[src/hw/rtl/tsl_pkg.sv]
package tsl_pkg;

   // Default converter width for the button ladder and the light sensor.
   localparam int ADC_BITS_DEFAULT = 10;

   // Widths of the fixed fields.
   localparam int TIME_BITS   = 32;
   localparam int PERIOD_BITS = 16;
   localparam int THRESH_BITS = 10;
   localparam int CSR_IDX_BITS = 2;
   localparam int CSR_DATA_BITS = PERIOD_BITS;

   // Register indexes of the configuration port.
   localparam logic [CSR_IDX_BITS-1:0] CSR_TURN_HALF   = 2'd0;
   localparam logic [CSR_IDX_BITS-1:0] CSR_HAZARD_HALF = 2'd1;
   localparam logic [CSR_IDX_BITS-1:0] CSR_BRIGHT      = 2'd2;

   // Reset values of the configuration registers.
   localparam logic [PERIOD_BITS-1:0] TURN_HALF_RESET   = 16'd500;
   localparam logic [PERIOD_BITS-1:0] HAZARD_HALF_RESET = 16'd100;
   localparam logic [THRESH_BITS-1:0] BRIGHT_RESET      = 10'd500;

   // Open windows of the button ladder; both bounds are exclusive.
   localparam int LEFT_LO     = 500;
   localparam int LEFT_HI     = 520;
   localparam int RIGHT_LO    = 680;
   localparam int RIGHT_HI    = 700;
   localparam int HAZARD_LO   = 760;
   localparam int HAZARD_HI   = 780;
   localparam int BRAKE_LO    = 810;
   localparam int BRAKE_HI    = 830;
   localparam int POSITION_LO = 850;
   localparam int POSITION_HI = 860;

   // Decoded button; the turn buttons share their codes with the turn modes.
   typedef enum logic [2:0] {
      BTN_NONE     = 3'd0,
      BTN_LEFT     = 3'd1,
      BTN_RIGHT    = 3'd2,
      BTN_HAZARD   = 3'd3,
      BTN_BRAKE    = 3'd4,
      BTN_POSITION = 3'd5
   } btn_type;

   typedef enum logic [1:0] {
      MODE_OFF    = 2'd0,
      MODE_LEFT   = 2'd1,
      MODE_RIGHT  = 2'd2,
      MODE_HAZARD = 2'd3
   } mode_type;

   // Lamp drives of one result item.
   typedef struct packed {
      logic     left_amber;
      logic     right_amber;
      logic     brake_lamp;
      logic     position_lamps;
      mode_type turn_mode_now;
   } lamps_type;

   // Configuration shared by the lamp core.
   typedef struct packed {
      logic [PERIOD_BITS-1:0] turn_half;
      logic [PERIOD_BITS-1:0] hazard_half;
      logic [THRESH_BITS-1:0] bright;
   } cfg_type;

endpackage

[src/hw/rtl/tsl_decode.sv]
module tsl_decode import tsl_pkg::*; #(
   parameter int ADC_BITS = ADC_BITS_DEFAULT
) (
   input  logic [ADC_BITS-1:0] level,
   output btn_type             button
);

   // Returns true when the level lies strictly between the two bounds.
   function automatic logic in_window(input logic [ADC_BITS-1:0] lv, input int lo,
                                      input int hi);
      in_window = (lv > ADC_BITS'(lo)) && (lv < ADC_BITS'(hi));
   endfunction

   // Fixed ladder windows; a level outside every window is no button.
   always_comb begin
      if (in_window(level, LEFT_LO, LEFT_HI)) begin
         button = BTN_LEFT;
      end else if (in_window(level, RIGHT_LO, RIGHT_HI)) begin
         button = BTN_RIGHT;
      end else if (in_window(level, HAZARD_LO, HAZARD_HI)) begin
         button = BTN_HAZARD;
      end else if (in_window(level, BRAKE_LO, BRAKE_HI)) begin
         button = BTN_BRAKE;
      end else if (in_window(level, POSITION_LO, POSITION_HI)) begin
         button = BTN_POSITION;
      end else begin
         button = BTN_NONE;
      end
   end

endmodule

[src/hw/rtl/tsl_core.sv]
module tsl_core import tsl_pkg::*; #(
   parameter int ADC_BITS = ADC_BITS_DEFAULT
) (
   input  logic                 clock,
   input  logic                 reset,
   input  logic                 fire,
   input  cfg_type              cfg,
   input  logic [ADC_BITS-1:0]  button_level,
   input  logic [ADC_BITS-1:0]  light_level,
   input  logic [TIME_BITS-1:0] now_ms,
   output lamps_type            lamps
);

   btn_type                button;
   btn_type                prev_button_ff, prev_button_in;
   mode_type               mode_ff, mode_in;
   logic                   phase_ff, phase_in;
   logic [TIME_BITS-1:0]   last_toggle_ff, last_toggle_in;
   logic                   pos_flag_ff, pos_flag_in;
   logic                   pressed;
   logic [PERIOD_BITS-1:0] half;
   logic [TIME_BITS-1:0]   elapsed;
   logic                   bright;

   tsl_decode #(.ADC_BITS(ADC_BITS)) u_decode (
      .level  (button_level),
      .button (button)
   );

   // Press detection and the mode and position toggles.
   always_comb begin
      pressed     = (button != BTN_NONE) && (button != prev_button_ff);
      mode_in     = mode_ff;
      pos_flag_in = pos_flag_ff;
      if (pressed) begin
         case (button)
            BTN_LEFT, BTN_RIGHT, BTN_HAZARD: begin
               mode_in = (mode_ff == mode_type'(button[1:0])) ? MODE_OFF
                                                             : mode_type'(button[1:0]);
            end
            BTN_POSITION: begin
               pos_flag_in = ~pos_flag_ff;
            end
            default: begin
               mode_in = mode_ff;
            end
         endcase
      end
   end

   // Blink timing with wrapping elapsed time against the half period.
   always_comb begin
      half           = (mode_in == MODE_HAZARD) ? cfg.hazard_half : cfg.turn_half;
      elapsed        = now_ms - last_toggle_ff;
      phase_in       = phase_ff;
      last_toggle_in = last_toggle_ff;
      if ((mode_in != MODE_OFF) && (elapsed > {{(TIME_BITS-PERIOD_BITS){1'b0}}, half})) begin
         phase_in       = ~phase_ff;
         last_toggle_in = now_ms;
      end
      prev_button_in = button;
   end

   // Lamp drives for this item.
   always_comb begin
      bright = light_level > ADC_BITS'(cfg.bright);
      lamps.left_amber     = phase_in && ((mode_in == MODE_LEFT) || (mode_in == MODE_HAZARD));
      lamps.right_amber    = phase_in && ((mode_in == MODE_RIGHT) || (mode_in == MODE_HAZARD));
      lamps.brake_lamp     = (button == BTN_BRAKE);
      lamps.position_lamps = pos_flag_in ^ bright;
      lamps.turn_mode_now  = mode_in;
   end

   // State advances only when an item passes through.
   always_ff @(posedge clock) begin
      if (reset) begin
         prev_button_ff <= BTN_NONE;
         mode_ff        <= MODE_OFF;
         phase_ff       <= 1'b0;
         last_toggle_ff <= '0;
         pos_flag_ff    <= 1'b0;
      end else if (fire) begin
         prev_button_ff <= prev_button_in;
         mode_ff        <= mode_in;
         phase_ff       <= phase_in;
         last_toggle_ff <= last_toggle_in;
         pos_flag_ff    <= pos_flag_in;
      end
   end

   // The mode changes only when an item is processed.
   a_mode_on_fire: assert property (@(posedge clock) disable iff (reset)
      !fire |=> $stable(mode_ff))
      else $error("turn mode changed without an item");

   // With the mode off the blink phase and its timestamp hold.
   a_phase_hold_off: assert property (@(posedge clock) disable iff (reset)
      (fire && (mode_in == MODE_OFF)) |=> ($stable(phase_ff) && $stable(last_toggle_ff)))
      else $error("blink phase moved while mode is off");

   // A phase toggle always records the item's timestamp.
   a_toggle_stamp: assert property (@(posedge clock) disable iff (reset)
      (fire && (phase_in != phase_ff)) |=> (last_toggle_ff == $past(now_ms)))
      else $error("blink toggle without timestamp update");

endmodule

[src/hw/rtl/vehicle_turn_signal_light_controller.sv]
// Channel | Direction | Handshake          | Payload
// req     | in        | req_valid/req_stall | button_level, light_level, now_ms
// rsp     | out       | rsp_valid/rsp_stall | lamps and turn mode
// csr     | in        | csr_write          | csr_index, csr_wdata
//
// The result of an accepted item passes through the input register, then the
// decode and blink logic into the result register.
// One item is accepted every cycle while the result side takes items.
// Synchronous reset clears the state and the valid flags and loads the
// configuration defaults.
// A stalled result holds the result register, and the input register then
// raises req_stall once it holds an item too.
module vehicle_turn_signal_light_controller import tsl_pkg::*; #(
   parameter int ADC_BITS = ADC_BITS_DEFAULT
) (
   input  logic                     clock,
   input  logic                     reset,
   input  logic                     req_valid,
   output logic                     req_stall,
   input  logic [ADC_BITS-1:0]      req_button_level,
   input  logic [ADC_BITS-1:0]      req_light_level,
   input  logic [TIME_BITS-1:0]     req_now_ms,
   output logic                     rsp_valid,
   input  logic                     rsp_stall,
   output logic                     rsp_left_amber,
   output logic                     rsp_right_amber,
   output logic                     rsp_brake_lamp,
   output logic                     rsp_position_lamps,
   output logic [1:0]               rsp_turn_mode_now,
   input  logic                     csr_write,
   input  logic [CSR_IDX_BITS-1:0]  csr_index,
   input  logic [CSR_DATA_BITS-1:0] csr_wdata
);

   cfg_type               cfg_ff;
   logic                  in_valid_ff, in_valid_in;
   logic [ADC_BITS-1:0]   button_ff;
   logic [ADC_BITS-1:0]   light_ff;
   logic [TIME_BITS-1:0]  now_ff;
   logic                  out_valid_ff, out_valid_in;
   lamps_type             out_ff;
   lamps_type             lamps;
   logic                  advance;
   logic                  fire;
   logic                  take;

   // Configuration registers; unknown indexes are ignored.
   always_ff @(posedge clock) begin
      if (reset) begin
         cfg_ff.turn_half   <= TURN_HALF_RESET;
         cfg_ff.hazard_half <= HAZARD_HALF_RESET;
         cfg_ff.bright      <= BRIGHT_RESET;
      end else if (csr_write) begin
         case (csr_index)
            CSR_TURN_HALF:   cfg_ff.turn_half   <= csr_wdata;
            CSR_HAZARD_HALF: cfg_ff.hazard_half <= csr_wdata;
            CSR_BRIGHT:      cfg_ff.bright      <= csr_wdata[THRESH_BITS-1:0];
            default:         cfg_ff.bright      <= cfg_ff.bright;
         endcase
      end
   end

   // Handshake: the result register frees up when empty or taken.
   always_comb begin
      advance      = !out_valid_ff || !rsp_stall;
      fire         = in_valid_ff && advance;
      req_stall    = in_valid_ff && !advance;
      take         = req_valid && !req_stall;
      in_valid_in  = req_stall ? in_valid_ff : req_valid;
      out_valid_in = advance ? in_valid_ff : out_valid_ff;
   end

   // Input register.
   always_ff @(posedge clock) begin
      if (reset) begin
         in_valid_ff <= 1'b0;
      end else begin
         in_valid_ff <= in_valid_in;
      end
   end

   always_ff @(posedge clock) begin
      if (take) begin
         button_ff <= req_button_level;
         light_ff  <= req_light_level;
         now_ff    <= req_now_ms;
      end
   end

   tsl_core #(.ADC_BITS(ADC_BITS)) u_core (
      .clock        (clock),
      .reset        (reset),
      .fire         (fire),
      .cfg          (cfg_ff),
      .button_level (button_ff),
      .light_level  (light_ff),
      .now_ms       (now_ff),
      .lamps        (lamps)
   );

   // Result register.
   always_ff @(posedge clock) begin
      if (reset) begin
         out_valid_ff <= 1'b0;
      end else begin
         out_valid_ff <= out_valid_in;
      end
   end

   always_ff @(posedge clock) begin
      if (fire) begin
         out_ff <= lamps;
      end
   end

   assign rsp_valid          = out_valid_ff;
   assign rsp_left_amber     = out_ff.left_amber;
   assign rsp_right_amber    = out_ff.right_amber;
   assign rsp_brake_lamp     = out_ff.brake_lamp;
   assign rsp_position_lamps = out_ff.position_lamps;
   assign rsp_turn_mode_now  = out_ff.turn_mode_now;

   // The input side stalls only while it holds an item that cannot move.
   a_stall_needs_item: assert property (@(posedge clock) disable iff (reset)
      req_stall |-> (in_valid_ff && out_valid_ff && rsp_stall))
      else $error("input stalled with room downstream");

   // A processed item always shows up as a result in the next cycle.
   a_fire_to_result: assert property (@(posedge clock) disable iff (reset)
      fire |=> out_valid_ff)
      else $error("processed item lost");

   // A held result does not vanish without being taken.
   a_result_kept: assert property (@(posedge clock) disable iff (reset)
      (out_valid_ff && rsp_stall) |=> (out_valid_ff && $stable(out_ff)))
      else $error("stalled result dropped");

endmodule
[config.mk]
export PLATFORM = sky130hd
export DESIGN_NAME = vehicle_turn_signal_light_controller
export DESIGN_NICKNAME = d
export VERILOG_FILES = /design/src/hw/rtl/tsl_pkg.sv /design/src/hw/rtl/tsl_decode.sv /design/src/hw/rtl/tsl_core.sv /design/src/hw/rtl/vehicle_turn_signal_light_controller.sv
export SDC_FILE = /design/constraint.sdc
export NUM_CORES = 1
export LEC_CHECK = 0
export ABC_AREA = 1
export ABC_CLOCK_PERIOD_IN_PS = 4900
export BUFFER_PORTS_ARGS = -buffer_cell sky130_fd_sc_hd__buf_2
export CAP_MARGIN = 40
export CORE_AREA = 4 4 127 129
export DETAILED_ROUTE_END_ITERATION = 10
export DIE_AREA = 0 0 131 133
export HOLD_SLACK_MARGIN = 0.08
export MAX_ROUTING_LAYER = met4
export PLACE_DENSITY = 0.77
export SETUP_SLACK_MARGIN = 0.5
export SLEW_MARGIN = 40
export SYNTH_ARGS = -nofsm -noshare
export SYNTH_HDL_FRONTEND = slang
export SYNTH_SLANG_ARGS = --single-unit
[constraint.sdc]
create_clock -name clock -period 4.9 [get_ports clock]
set_input_delay 0.735 -clock clock [delete_from_list [all_inputs] [get_ports clock]]
set_output_delay 0.735 -clock clock [all_outputs]
set_load 0.02 [all_outputs]
==> results.md <==
* CP startpoint: button_ff[3]
* Post-Syn Nets at 1,441
* Setup TNS at 0 ns
* Largest net degree at the start of global routing at 58
* CP most frequent cell: nand2_1
* Initial antenna violation count at 0
* H-tree depth at 4
* Crit path kind: flop to flop
* Hold_sp: cfg_ff[27]
* Register area at 3400 sq um
* Via density at 5.19
* ANT nets after route at 0
* Detail Placement HPWL at 15,700 um
* Post-CTS Hold Buffers at 0
* Synth Instances at 1,308
* Static leakage at 0.00547 uW
* Die H at 133 um
* Final min period at 4.19 ns
* Setup Skew at 0.0153 ns
* CP endpoint kind: flop
* CP max stage delay at 0.49 ns
* Final GP Congestion at 0.945
* I/O Pins at 83
* Final-report hold violation count at 0
* Outcome: finished clean
* Max IR drop VDD at 0.255 mV
* Relative slew slack at 0.539
* CTS tree: yes
* WP data arrival at 4.37 ns
* Post-synth top area cell: edfxtp_1
* Max Slew Vio Count at 0
* Multi-input logic area at 4530 sq um
* Measured slew at the worst slew-check pin at 0.692 ns
* Share of layout cells above drive strength 1 at 0.152
* RSZ-0062 raised after global routing: no
* Port bufs at 82
* Final worst path period share at 0.855
* Fmax achieved at 239 MHz
* # rows at 45
* Clk_lat worst skew at 0.43 ns
* Synth cell types at 40
* Largest cells by area after synthesis: edfxtp_1 (19%), dfxtp_1 (18%), nand2_1 (16%)
* Diode count at 0
* Setup crit start kind: flop
* # setup viols final at 0
* DP Cell Count at 1,555
* CP required at 5.08 ns
* Initial Util at 0.598
* Max-cap violations at 0
* GRT Overall Usage at 0.257
* Share of flip-flops with an asynchronous set or reset at 0
* CTS Buffer Depth at 2
* Vias in the first global route at 7,790
* Max FO, Critical Path at 15
* Clock Sinks at 141
* Final WL at 22,300 um
* DR WL/cell at 14.0 um
* GRT overflow at 0
* Total CTS buffers at 17
* Fillers at 1,314
* Seq/Total Area, Yosys at 0.379
* Predominant post-synthesis flop cell: dfxtp_1
* Clock root cell: clkbuf_16
* Synth warn at 0
* Nets at 1,531
* Yosys reg bits at 141
* HP Class: flop to flop
* Die Wd at 131 um
* Synthesized area at 8990 sq um
* Hold slack at 0.455 ns
* Core Box Area at 15,000 sq um
* Post-synth top area share at 0.194
* Die area at 17,400 sq um
* Via count at 8,293
* Global-route wire length before repair at 35,400 um
* First DRT Iteration DRCs at 578
* DRT Pass-1 Iters at 6
* Syn-to-layout area delta at 15.7%
* DRC Markers at 0
* Slowest-stage cell, CP: edfxtp_1
* Reg clk slew, reported paths at 0.07 ns
* Cell Count, Final, Fillers Out at 1,599
* Post-synth EDFFs at 58
* Power Density at 326 nW/um^2
* Worst flop-to-flop path startpoint: button_ff[3]
* Mean Syn Cell Area at 6.87 sq um
## report_power, final
part           switching (uW)  internal, uW  total [uW]  leakage [uW]
clock                     542           774        1320      0.000288
sequential               31.6          1300        1330       0.00125
combinational             488           261         748       0.00393
total                    1060          2330        3390       0.00547
## cell usage after synthesis (2+ instances only)
master    instances
nand2_1         375
and2_1            4
o21ai_0          55
or2_2             2
nand3b_1          4
nand3_1          47
a21oi_1          59
buf_6             3
xnor2_1           3
clkinv_1          2
inv_2            25
o21bai_1          5
nor3_1           11
o211ai_1         12
nand2_4           4
xor2_1           14
nor2_1          136
nand4_1          42
ha_1             57
a21o_1            2
clkbuf_1         16
buf_1             2
inv_1           243
edfxtp_1         58
nand2_2          23
dfxtp_1          83
buf_2             8
## registers in the layout, summed over array words and instances (netlist names)
name / flops
rsp_position_lamps: 1
cfg_ff: 42
u_core.last_toggle_ff: 32
u_core.prev_button_ff: 3
rsp_left_amber: 1
rsp_right_amber: 1
u_core.mode_ff: 2
u_core.phase_ff: 1
rsp_brake_lamp: 1
rsp_valid: 1
in_valid_ff: 1
light_ff: 10
rsp_turn_mode_now: 2
u_core.pos_flag_ff: 1
now_ff: 32
button_ff: 10
## cell usage in the layout (no fill, tap or decap), drive strengths merged, types with 2 or more instances in the layout
cell type and n:
a21o 2, a21oi 59, and2 4, buf 98
bufinv 2, clkbuf 21, clkinv 4, clkinvlp 2
dfxtp 83, edfxtp 58, ha 57, inv 275
nand2 402, nand3 50, nand3b 4, nand4 43
nor2 138, nor3 11, o211ai 12, o21ai 55
o21bai 5, or2 2, xnor2 3, xor2 14
## cell families (layout without fill, tap and decap cells)
| family | after synthesis | in the layout | share of synthesized area |
|---|---|---|---|
| buf+inv | 300 | 402 | 0.129 |
| xor+xnor | 17 | 17 | 0.0166 |
| compound gates | 138 | 138 | 0.0834 |
| flops | 141 | 141 | 0.379 |
| simple gates | 654 | 655 | 0.311 |
| fa+ha+maj | 58 | 58 | 0.0816 |
## stage by stage
| stage | cell area [sq um] | utilization | worst slack [ns] | total power [uW] |
|---|---|---|---|---|
| floorplan | 8990 | - | 1.29 | 1870 |
| global placement | 9550 | 0.635 | 0.583 | 2040 |
| detailed placement | 9550 | 0.635 | 0.522 | 2060 |
| CTS | 10100 | 0.675 | 0.500 | 3370 |
| global route | 10400 | 0.691 | 0.440 | 3560 |
| finish | 10400 | 0.691 | 0.713 | 3390 |
## path summary, 6_finish.rpt
| path | slack [ns] | depth (start not counted) | to |
|---|---|---|---|
| max | 0.71 | 31 | rsp_left_amber |
| min | 0.46 | 2 | cfg_ff[27] |
| max reg2reg | 0.71 | 31 | rsp_left_amber |
| min reg2reg | 0.46 | 2 | cfg_ff[27] |
## layout make-up
class,instances,area share
multi-input cells,868,0.436
flip-flops and latches,141,0.327
inverters,270,0.0980
repair buffers,100,0.0586
clock buffers,19,0.0426
well taps,188,0.0226
clock inverters,13,0.0144
## layer usage
layer	GRT usage	up-vias	routed length, um
li1	-	4268	-
met1	0.307	3773	9700
met2	0.437	207	11100
met3	0.0513	45	1090
met4	0.0737	0	484
met5	-	-	0
## critical path, delay by kind of cell (launching register included)
family	cells	cell delay [ns]
AO/OA/AOI/OAI	2	0.17
buffers and inverters	3	0.54
adder cells (fa/ha/maj)	1	0.30
AND/OR/NAND/NOR	25	2.42
flip-flops	1	0.49
## timing repair
action	CTS	global route
endpoints found under the hold margin	0	0
setup endpoints to repair	0	35
resized for setup	0	39
setup buffers	0	9
(Power assumes the default switching activity.)
